<file path="config.mk">
export PLATFORM = sky130hd
export DESIGN_NAME = joint_angle_frame_receiver_flat
export DESIGN_NICKNAME = d
export VERILOG_FILES = /design/src/rtl/jafr_pkg.sv /design/src/rtl/jafr_in_if.sv /design/src/rtl/jafr_out_if.sv /design/src/rtl/joint_angle_frame_receiver.sv /design/src/flat_wrapper.sv
export SDC_FILE = /design/constraint.sdc
export NUM_CORES = 1
export LEC_CHECK = 0
export BUFFER_PORTS_ARGS = -buffer_cell sky130_fd_sc_hd__buf_2
export CAP_MARGIN = 20
export CORE_MARGIN = 8
export CORE_UTILIZATION = 45
export DETAILED_ROUTE_END_ITERATION = 16
export SLEW_MARGIN = 10
export SYNTH_ARGS = -nofsm -noshare
export SYNTH_HDL_FRONTEND = slang
export SYNTH_SLANG_ARGS = --single-unit
export TNS_END_PERCENT = 5
</file>
<file path="constraint.sdc">
create_clock -name clk -period 5.9 [get_ports clk]
set_clock_uncertainty 0.15 [all_clocks]
set_input_delay 0.885 -clock clk [delete_from_list [all_inputs] [get_ports clk]]
set_output_delay 0.885 -clock clk [all_outputs]
set_load 0.05 [all_outputs]
</file>
<file path="src/rtl/jafr_pkg.sv">
// Package: field widths, codes and helpers for the joint angle frame receiver.
`default_nettype none
package jafr_pkg;

    localparam int JOINT_COUNT = 8;
    localparam int JIDX_W = (JOINT_COUNT > 1) ? $clog2(JOINT_COUNT) : 1;

    localparam int OPCODE_W = 2;
    localparam int BYTE_W = 8;
    localparam int ID_W = 5;
    localparam int ANGLE_W = 21;
    localparam int LOW_W = 14;
    localparam int TICK_W = 32;
    localparam int TIMEOUT_W = 16;
    localparam int APB_DATA_W = 32;
    localparam int APB_ADDR_W = 3;

    localparam logic [OPCODE_W-1:0] OP_RX = 2'd0;
    localparam logic [OPCODE_W-1:0] OP_TICK = 2'd1;
    localparam logic [OPCODE_W-1:0] OP_QUERY = 2'd2;

    localparam logic KIND_FRAME = 1'b0;
    localparam logic KIND_QUERY = 1'b1;

    localparam logic [BYTE_W-1:0] HDR_MARK = 8'h80;
    localparam logic [BYTE_W-1:0] ID_MASK = 8'h7C;

    localparam logic [0:0] REG_TIMEOUT = 1'b0;
    localparam logic [TIMEOUT_W-1:0] TIMEOUT_RESET = 16'd100;

    localparam logic [1:0] PH_HDR = 2'd0;
    localparam logic [1:0] PH_D0 = 2'd1;
    localparam logic [1:0] PH_D1 = 2'd2;
    localparam logic [1:0] PH_D2 = 2'd3;

    typedef struct packed {
        logic [ANGLE_W-1:0] angle;
        logic [TICK_W-1:0]  stamp;
    } entry_t;

    function automatic logic id_ok(input logic [ID_W-1:0] id);
        return (id != '0) && (id <= ID_W'(JOINT_COUNT));
    endfunction

    function automatic logic [JIDX_W-1:0] idx_of(input logic [ID_W-1:0] id);
        logic [ID_W-1:0] t;
        t = id - ID_W'(1);
        return t[JIDX_W-1:0];
    endfunction

endpackage
`default_nettype wire

</file>
<file path="src/rtl/jafr_in_if.sv">
// Interface: input item channel (byte, tick or query).
`default_nettype none
interface jafr_in_if;
    import jafr_pkg::*;

    logic                valid;
    logic                ready;
    logic [OPCODE_W-1:0] opcode;
    logic [BYTE_W-1:0]   rx_byte;
    logic [ID_W-1:0]     query_joint;

    modport source (output valid, output opcode, output rx_byte, output query_joint,
                    input ready);
    modport sink (input valid, input opcode, input rx_byte, input query_joint,
                  output ready);
endinterface
`default_nettype wire

</file>
<file path="src/rtl/jafr_out_if.sv">
// Interface: result item channel (stored frame or query answer).
`default_nettype none
interface jafr_out_if;
    import jafr_pkg::*;

    logic               valid;
    logic               ready;
    logic               kind;
    logic [ID_W-1:0]    joint_id;
    logic [ANGLE_W-1:0] raw_angle;
    logic               angle_valid;
    logic [TICK_W-1:0]  last_seen;

    modport source (output valid, output kind, output joint_id, output raw_angle,
                    output angle_valid, output last_seen, input ready);
    modport sink (input valid, input kind, input joint_id, input raw_angle,
                  input angle_valid, input last_seen, output ready);
endinterface
`default_nettype wire

</file>
<file path="src/rtl/joint_angle_frame_receiver.sv">
// Top level: frame parser, joint table memory and query answer pipeline.
`default_nettype none
// One input item is accepted every cycle unless the answer stage holds an
// item that cannot advance. Bytes are parsed into four-byte frames (header
// with bit 7 set and the joint id in bits 6..2, then three 7-bit data bytes,
// lowest first); a complete frame for joints 1..JOINT_COUNT writes angle and
// timestamp into the joint table and yields a result. A query reads the table
// through a registered read port and may directly follow the frame it asks
// about. Per-joint seen bits are cleared by reset, so the table needs no
// clearing pass. A result register behind the answer stage lets input items
// keep flowing while one result waits, until the answer stage fills too.
module joint_angle_frame_receiver (
    input  wire logic                          clk,
    input  wire logic                          rst_n,
    jafr_in_if.sink                            item_in,
    jafr_out_if.source                         item_out,
    input  wire logic                          psel,
    input  wire logic                          penable,
    input  wire logic                          pwrite,
    input  wire logic [jafr_pkg::APB_ADDR_W-1:0] paddr,
    input  wire logic [jafr_pkg::APB_DATA_W-1:0] pwdata,
    output logic      [jafr_pkg::APB_DATA_W-1:0] prdata,
    output logic                               pready
);
    import jafr_pkg::*;

    logic [TIMEOUT_W-1:0]   timeout_reg;
    logic [1:0]             phase_reg, phase_next;
    logic [ID_W-1:0]        frame_id_reg, frame_id_next;
    logic [LOW_W-1:0]       low_bits_reg, low_bits_next;
    logic [TICK_W-1:0]      now_reg;
    logic [JOINT_COUNT-1:0] seen_reg;
    entry_t                 mem [JOINT_COUNT];

    logic                   s1_valid_reg, s1_valid_next;
    logic                   s1_kind_reg;
    logic [ID_W-1:0]        s1_id_reg;
    logic [ANGLE_W-1:0]     s1_raw_reg;
    logic [TICK_W-1:0]      s1_now_reg;
    logic                   s1_seen_reg;
    entry_t                 rd_entry_reg;

    logic                   out_valid_reg, out_valid_next;
    logic                   out_kind_reg;
    logic [ID_W-1:0]        out_id_reg;
    logic [ANGLE_W-1:0]     out_raw_reg;
    logic                   out_av_reg;
    logic [TICK_W-1:0]      out_seen_reg;

    logic                   in_fire;
    logic                   is_rx;
    logic                   is_query;
    logic                   hdr;
    logic                   frame_done;
    logic [ANGLE_W-1:0]     raw_new;
    logic [JIDX_W-1:0]      widx;
    logic [JIDX_W-1:0]      qidx;
    logic                   s1_adv;
    logic                   s1_load;
    logic [TICK_W-1:0]      age;
    logic                   q_valid;
    logic                   cfg_wr;

    assign pready = 1'b1;
    assign cfg_wr = psel && penable && pwrite && (paddr[APB_ADDR_W-1] == REG_TIMEOUT);
    assign prdata = (paddr[APB_ADDR_W-1] == REG_TIMEOUT)
                  ? APB_DATA_W'(timeout_reg) : '0;

    assign s1_adv        = !out_valid_reg || item_out.ready;
    assign item_in.ready = !s1_valid_reg || s1_adv;
    assign in_fire       = item_in.valid && item_in.ready;
    assign is_rx         = in_fire && (item_in.opcode == OP_RX);
    assign is_query      = in_fire && (item_in.opcode == OP_QUERY);
    assign hdr           = (item_in.rx_byte & HDR_MARK) != '0;
    assign raw_new       = {item_in.rx_byte[6:0], low_bits_reg};
    assign widx          = idx_of(frame_id_reg);
    assign qidx          = idx_of(item_in.query_joint);
    assign frame_done    = is_rx && (phase_reg == PH_D2) && !hdr && id_ok(frame_id_reg);
    assign s1_load       = frame_done || is_query;

    always_comb
    begin
        phase_next    = phase_reg;
        frame_id_next = frame_id_reg;
        low_bits_next = low_bits_reg;
        if (is_rx)
        begin
            unique case (phase_reg)
                PH_HDR:
                begin
                    if (hdr)
                    begin
                        frame_id_next = ID_W'((item_in.rx_byte & ID_MASK) >> 2);
                        phase_next    = PH_D0;
                    end
                end
                PH_D0:
                begin
                    phase_next    = hdr ? PH_HDR : PH_D1;
                    if (!hdr)
                        low_bits_next = {7'd0, item_in.rx_byte[6:0]};
                end
                PH_D1:
                begin
                    phase_next    = hdr ? PH_HDR : PH_D2;
                    if (!hdr)
                        low_bits_next = {item_in.rx_byte[6:0], low_bits_reg[6:0]};
                end
                PH_D2:
                begin
                    phase_next = PH_HDR;
                end
                default:
                begin
                    phase_next = PH_HDR;
                end
            endcase
        end
    end

    always_ff @(posedge clk or negedge rst_n)
    begin
        if (!rst_n)
        begin
            timeout_reg  <= TIMEOUT_RESET;
            phase_reg    <= PH_HDR;
            frame_id_reg <= '0;
            low_bits_reg <= '0;
            now_reg      <= '0;
            seen_reg     <= '0;
        end
        else
        begin
            if (cfg_wr)
                timeout_reg <= pwdata[TIMEOUT_W-1:0];
            phase_reg    <= phase_next;
            frame_id_reg <= frame_id_next;
            low_bits_reg <= low_bits_next;
            if (in_fire && (item_in.opcode == OP_TICK))
                now_reg <= now_reg + TICK_W'(1);
            if (frame_done)
                seen_reg[widx] <= 1'b1;
        end
    end

    always_ff @(posedge clk)
    begin
        if (frame_done)
            mem[widx] <= '{angle: raw_new, stamp: now_reg};
    end

    always_ff @(posedge clk)
    begin
        if (is_query)
            rd_entry_reg <= mem[qidx];
    end

    assign s1_valid_next = s1_load ? 1'b1 : (s1_adv ? 1'b0 : s1_valid_reg);

    always_ff @(posedge clk or negedge rst_n)
    begin
        if (!rst_n)
            s1_valid_reg <= 1'b0;
        else
            s1_valid_reg <= s1_valid_next;
    end

    always_ff @(posedge clk)
    begin
        if (s1_load)
        begin
            s1_kind_reg <= frame_done ? KIND_FRAME : KIND_QUERY;
            s1_id_reg   <= frame_done ? frame_id_reg : item_in.query_joint;
            s1_raw_reg  <= raw_new;
            s1_now_reg  <= now_reg;
            s1_seen_reg <= id_ok(item_in.query_joint) && seen_reg[qidx];
        end
    end

    assign age     = s1_now_reg - rd_entry_reg.stamp;
    assign q_valid = s1_seen_reg && (age <= TICK_W'(timeout_reg));

    assign out_valid_next = (s1_valid_reg && s1_adv) ? 1'b1
                          : (item_out.ready ? 1'b0 : out_valid_reg);

    always_ff @(posedge clk or negedge rst_n)
    begin
        if (!rst_n)
            out_valid_reg <= 1'b0;
        else
            out_valid_reg <= out_valid_next;
    end

    always_ff @(posedge clk)
    begin
        if (s1_valid_reg && s1_adv)
        begin
            out_kind_reg <= s1_kind_reg;
            out_id_reg   <= s1_id_reg;
            if (s1_kind_reg == KIND_FRAME)
            begin
                out_raw_reg  <= s1_raw_reg;
                out_av_reg   <= 1'b1;
                out_seen_reg <= s1_now_reg;
            end
            else
            begin
                out_raw_reg  <= s1_seen_reg ? rd_entry_reg.angle : '0;
                out_av_reg   <= q_valid;
                out_seen_reg <= s1_seen_reg ? rd_entry_reg.stamp : '0;
            end
        end
    end

    assign item_out.valid       = out_valid_reg;
    assign item_out.kind        = out_kind_reg;
    assign item_out.joint_id    = out_id_reg;
    assign item_out.raw_angle   = out_raw_reg;
    assign item_out.angle_valid = out_av_reg;
    assign item_out.last_seen   = out_seen_reg;

    a_query_enters_s1: assert property (@(posedge clk) disable iff (!rst_n)
        is_query |=> s1_valid_reg && (s1_kind_reg == KIND_QUERY))
        else $error("query item did not enter the answer stage");

    a_s1_holds: assert property (@(posedge clk) disable iff (!rst_n)
        s1_valid_reg && !s1_adv |=> s1_valid_reg && $stable(s1_id_reg))
        else $error("answer stage lost an item under stall");

    a_bad_id_zero: assert property (@(posedge clk) disable iff (!rst_n)
        item_out.valid && (item_out.kind == KIND_QUERY) && !id_ok(item_out.joint_id)
        |-> (item_out.raw_angle == '0) && !item_out.angle_valid
            && (item_out.last_seen == '0))
        else $error("query for unknown joint returned data");

    a_seen_set: assert property (@(posedge clk) disable iff (!rst_n)
        frame_done |=> seen_reg[$past(widx)])
        else $error("stored frame did not mark its joint as seen");

endmodule
`default_nettype wire
</file>
<file path="src/flat_wrapper.sv">
// flat-port wrapper written by rule: the top's interface ports become plain ports
module joint_angle_frame_receiver_flat import jafr_pkg::*;
  (clk, rst_n, psel, penable, pwrite, paddr, pwdata, prdata, pready, item_in_valid, item_in_opcode, item_in_rx_byte, item_in_query_joint, item_in_ready, item_out_valid, item_out_kind, item_out_joint_id, item_out_raw_angle, item_out_angle_valid, item_out_last_seen, item_out_ready);
  jafr_in_if item_in_i ();
  jafr_out_if item_out_i ();
  input  wire logic clk;
  input  wire logic rst_n;
  input  wire logic psel;
  input  wire logic penable;
  input  wire logic pwrite;
  input  wire logic [jafr_pkg::APB_ADDR_W-1:0] paddr;
  input  wire logic [jafr_pkg::APB_DATA_W-1:0] pwdata;
  output logic      [jafr_pkg::APB_DATA_W-1:0] prdata;
  output logic pready;
  input wire logic [$bits(item_in_i.valid)-1:0] item_in_valid;
  input wire logic [$bits(item_in_i.opcode)-1:0] item_in_opcode;
  input wire logic [$bits(item_in_i.rx_byte)-1:0] item_in_rx_byte;
  input wire logic [$bits(item_in_i.query_joint)-1:0] item_in_query_joint;
  output wire logic [$bits(item_in_i.ready)-1:0] item_in_ready;
  output wire logic [$bits(item_out_i.valid)-1:0] item_out_valid;
  output wire logic [$bits(item_out_i.kind)-1:0] item_out_kind;
  output wire logic [$bits(item_out_i.joint_id)-1:0] item_out_joint_id;
  output wire logic [$bits(item_out_i.raw_angle)-1:0] item_out_raw_angle;
  output wire logic [$bits(item_out_i.angle_valid)-1:0] item_out_angle_valid;
  output wire logic [$bits(item_out_i.last_seen)-1:0] item_out_last_seen;
  input wire logic [$bits(item_out_i.ready)-1:0] item_out_ready;
  assign item_in_i.valid = item_in_valid;
  assign item_in_i.opcode = item_in_opcode;
  assign item_in_i.rx_byte = item_in_rx_byte;
  assign item_in_i.query_joint = item_in_query_joint;
  assign item_in_ready = item_in_i.ready;
  assign item_out_valid = item_out_i.valid;
  assign item_out_kind = item_out_i.kind;
  assign item_out_joint_id = item_out_i.joint_id;
  assign item_out_raw_angle = item_out_i.raw_angle;
  assign item_out_angle_valid = item_out_i.angle_valid;
  assign item_out_last_seen = item_out_i.last_seen;
  assign item_out_i.ready = item_out_ready;
  joint_angle_frame_receiver u_core (.clk(clk), .rst_n(rst_n), .item_in(item_in_i), .item_out(item_out_i), .psel(psel), .penable(penable), .pwrite(pwrite), .paddr(paddr), .pwdata(pwdata), .prdata(prdata), .pready(pready));
endmodule
</file>
==> flow_metrics.py <==
metrics = {
    "run_status": {
        "outcome": "finished clean",
    },
    "setup_path": {
        "ff2ff_setup_slack_ns": 1.44,
        "critPathKind": "reg2reg",
        "worst-path-max-fanout": 3,
        "critPathBufInv": 0,
        "cp.required_ns": 6.18,
        "rr_startpoint": "u_core.rd_entry_reg[0]",
        "arrival_ns": 4.74,
        "critPathLaunchType": "flip-flop",
        "reg2reg_to": "u_core.item_out.angle_valid",
        "slowest_stage": "fa_1",
        "cp_cell_sequence": "ha_1, fa_1, nor2b_1, o2111ai_1, a21oi_1, o21ai_1, nand2_1, xor2_1, ha_1, nand4_1, nor4_1, nand2_1, a21oi_2, o211ai_1, nor4b_2, nand4_1, o41ai_2",
        "critical-path-top-delay-family": "compound AO/OA/AOI/OAI gates",
        "critPathMaxStageDelay_ns": 0.42,
        "reg2reg_depth": 17,
        "endpoint_kind": "flip-flop",
    },
    "cells_and_area": {
        "final_common_cell": "edfxtp_1",
        "final_cell_mix": "edfxtp_1, buf_2, inv_1",
        "drive_gt1_share_pct": 26.8,
        "syn2layout_area_growth_pct": 14.9,
        "largest_reg_flops": 424,
        "fin_cells": 2641,
        "stdcell_area_um2": 32000,
        "antennaDiodeCount": 0,
        "nets": 1900,
    },
    "sta": {
        "report.final.hold_viol_count": 0,
        "fin_crit_ns": 4.46,
        "fin_crit_sh_pct": 75.6,
        "slew_viol_final": 0,
        "tightest_slew_ns": 1.04,
        "fin_ws_ns": 1.44,
        "rsz0062_at_grt": "no",
        "max_freq_ghz": 0.224,
        "setup-tns-final_ns": 0,
        "slew_headroom_pct": 30.9,
        "setup_viol": 0,
    },
    "global_routing": {
        "grt-busiest-layer": "met2",
        "grt_max_degree": 69,
        "grt_pass1_wl_um": 93400,
        "grt.met1_usage_pct": 22.9,
        "antenna_found_initial": 0,
        "use_met2_pct": 29.9,
        "grt_use_met3_pct": 2.85,
        "grt_overflow": 0,
        "first_global_vias": 15281,
        "track_usage_pct": 17.4,
    },
    "min_path": {
        "hold_end": "u_core.item_out.joint_id[3]",
        "min_from": "u_core.s1_id_reg[3]",
        "hp-class": "reg2reg",
        "whs_path_depth": 0,
    },
    "synthesis": {
        "synthesis.area_um2": 27800,
        "synthCells": 1631,
        "synth_compound_area_share_pct": 4.12,
        "synth_simple_gate_area_share_pct": 5.04,
        "postSynth.asyncResetShare_pct": 11.7,
        "synth_mux_area_share_pct": 12.1,
        "synth_flop_cell": "edfxtp_1",
        "synth-xor-area-share_pct": 1.89,
        "syn_avg_cell_area_um2": 17.1,
        "synth_warnings": 0,
        "synth_fa_ha_area_share_pct": 2.37,
        "ys_ff_latch": 676,
        "synth_cell_types": 75,
        "synth-edff-count": 597,
        "synth_top_family_by_area": "multiplexers",
        "synth_seq_area_share_pct": 71.6,
    },
    "drt": {
        "routed_via_density": 5.47,
        "drt_wl_total_um": 61100,
        "dr_total_vias": 14459,
        "drt-initial-drc-count": 1067,
        "firstDrtPassIters": 4,
        "drc_errors": 0,
        "ant_nets": 0,
        "post_drt_wl_per_cell_um": 23.1,
    },
    "place": {
        "routabilityCongestion": 0.805,
        "preCtsSetupSlack_ns": 1.39,
        "dp_hpwl_um": 35500,
        "io_buffers": 116,
        "dp_cells": 2504,
        "place_area_um2": 29400,
    },
    "floorplan": {
        "fp.dieW_um": 265,
        "die_area_um2": 70000,
        "initial_core_util_pct": 45.3,
        "io_pins": 152,
        "fp-row-count": 91,
        "die_h_um": 265,
        "coreArea_um2": 61400,
    },
    "clocking": {
        "cts_tree": "built",
        "ctsHoldBuffers": 1,
        "cts-buffers-inserted": 73,
        "clk-insertion-delay-late_ns": 0.61,
        "path_clk_slew_ns": 0.06,
        "post-cts-setup-buffers": 0,
        "clock_path_buffers": 3,
        "cts_root_buf": "clkbuf_16",
        "cts_max_level": 3,
        "cts.sinks": 676,
        "cts_resized": 0,
    },
    "power_and_ir_drop": {
        "max-vdd-ir-drop_uv": 316,
        "power.density_nw_per_um2": 356,
        "finalPower_uw": 11400,
        "power_leakage_uw": 0.0121,
    },
    "job": {
        "max_cap_violations": 0,
    },
}
per-stage QoR:
stage	hold slack (ns)	util, %
4_1_cts	0.272	52.1
6_report	0.269	52.1
5_1_grt	0.284	52.1
2_1_floorplan	0.250	-
3_5_place_dp	0.257	47.9
3_3_place_gp	0.258	47.9
synth_stat cells (3+ instances only):
cell type	number	share of area (%)
edfxtp_1	597	64
inv_1	111	1.5
mux4_2	108	8.7
nand2_1	101	1.4
mux2_2	82	3.3
o21ai_0	77	1.4
dfrtp_1	76	6.8
nor2_1	56	0.76
ha_1	51	2.3
clkbuf_1	41	0.55
a21oi_1	35	0.63
xnor2_1	35	1.1
xor2_1	25	0.79
nand3_1	23	0.41
buf_4	18	0.49
nand4_1	15	0.34
a21o_1	14	0.38
nor3_1	14	0.25
and3_1	13	0.29
nor2b_1	10	0.22
a31oi_1	9	0.20
buf_1	9	0.12
or2_2	9	0.20
a22o_1	7	0.22
and2_1	7	0.16
buf_2	5	0.090
nand2b_1	5	0.11
or3_1	5	0.11
o21a_1	4	0.11
o21bai_1	4	0.11
buf_6	3	0.12
dfstp_2	3	0.28
o2111ai_1	3	0.094
o211ai_1	3	0.081
power breakdown:
part,internal [uW],switching [uW]
Clock,2870,1900
Sequential,5470,199
Combinational,356,581
Total,8690,2680
how the worst max path moves through the flow:
stage | startpoint | end | slack, ns | cells after the start
floorplan | item_out_ready | u_core.mem[3][0] | -0.86 | 9
global placement | u_core.rd_entry_reg[1] | u_core.item_out.angle_valid | 1.51 | 17
detailed placement | u_core.rd_entry_reg[0] | u_core.item_out.angle_valid | 1.39 | 17
CTS | u_core.rd_entry_reg[0] | u_core.item_out.angle_valid | 1.37 | 17
global route | u_core.rd_entry_reg[0] | u_core.item_out.angle_valid | 1.01 | 17
finish | u_core.rd_entry_reg[0] | u_core.item_out.angle_valid | 1.44 | 17
cells by family after synthesis:
kind of cell    after synthesis
flops                       676
simple gates                282
mux                         192
buf+inv                     187
compound gates              180
xor+xnor                     60
fa+ha+maj                    52
other cells                   2
per-layer routing:
| metal | part of all wire [%] | up-vias |
|---|---|---|
| li1 | - | 6532 |
| met2 | 50 | 359 |
| met5 | 0 | - |
| met4 | 1.7 | 0 |
| met1 | 44 | 7496 |
| met3 | 4.9 | 72 |
cell type report:
type	count	area, um^2
Clock buffer	93	1960
Multi-Input combinational cell	783	7260
Inverter	111	417
Sequential cell	676	19900
Tap cell	790	988
Timing Repair Buffer	146	880
Clock inverter	42	558
Fill cell	4976	29400
Note: power is estimated with default switching activity, not from simulation.
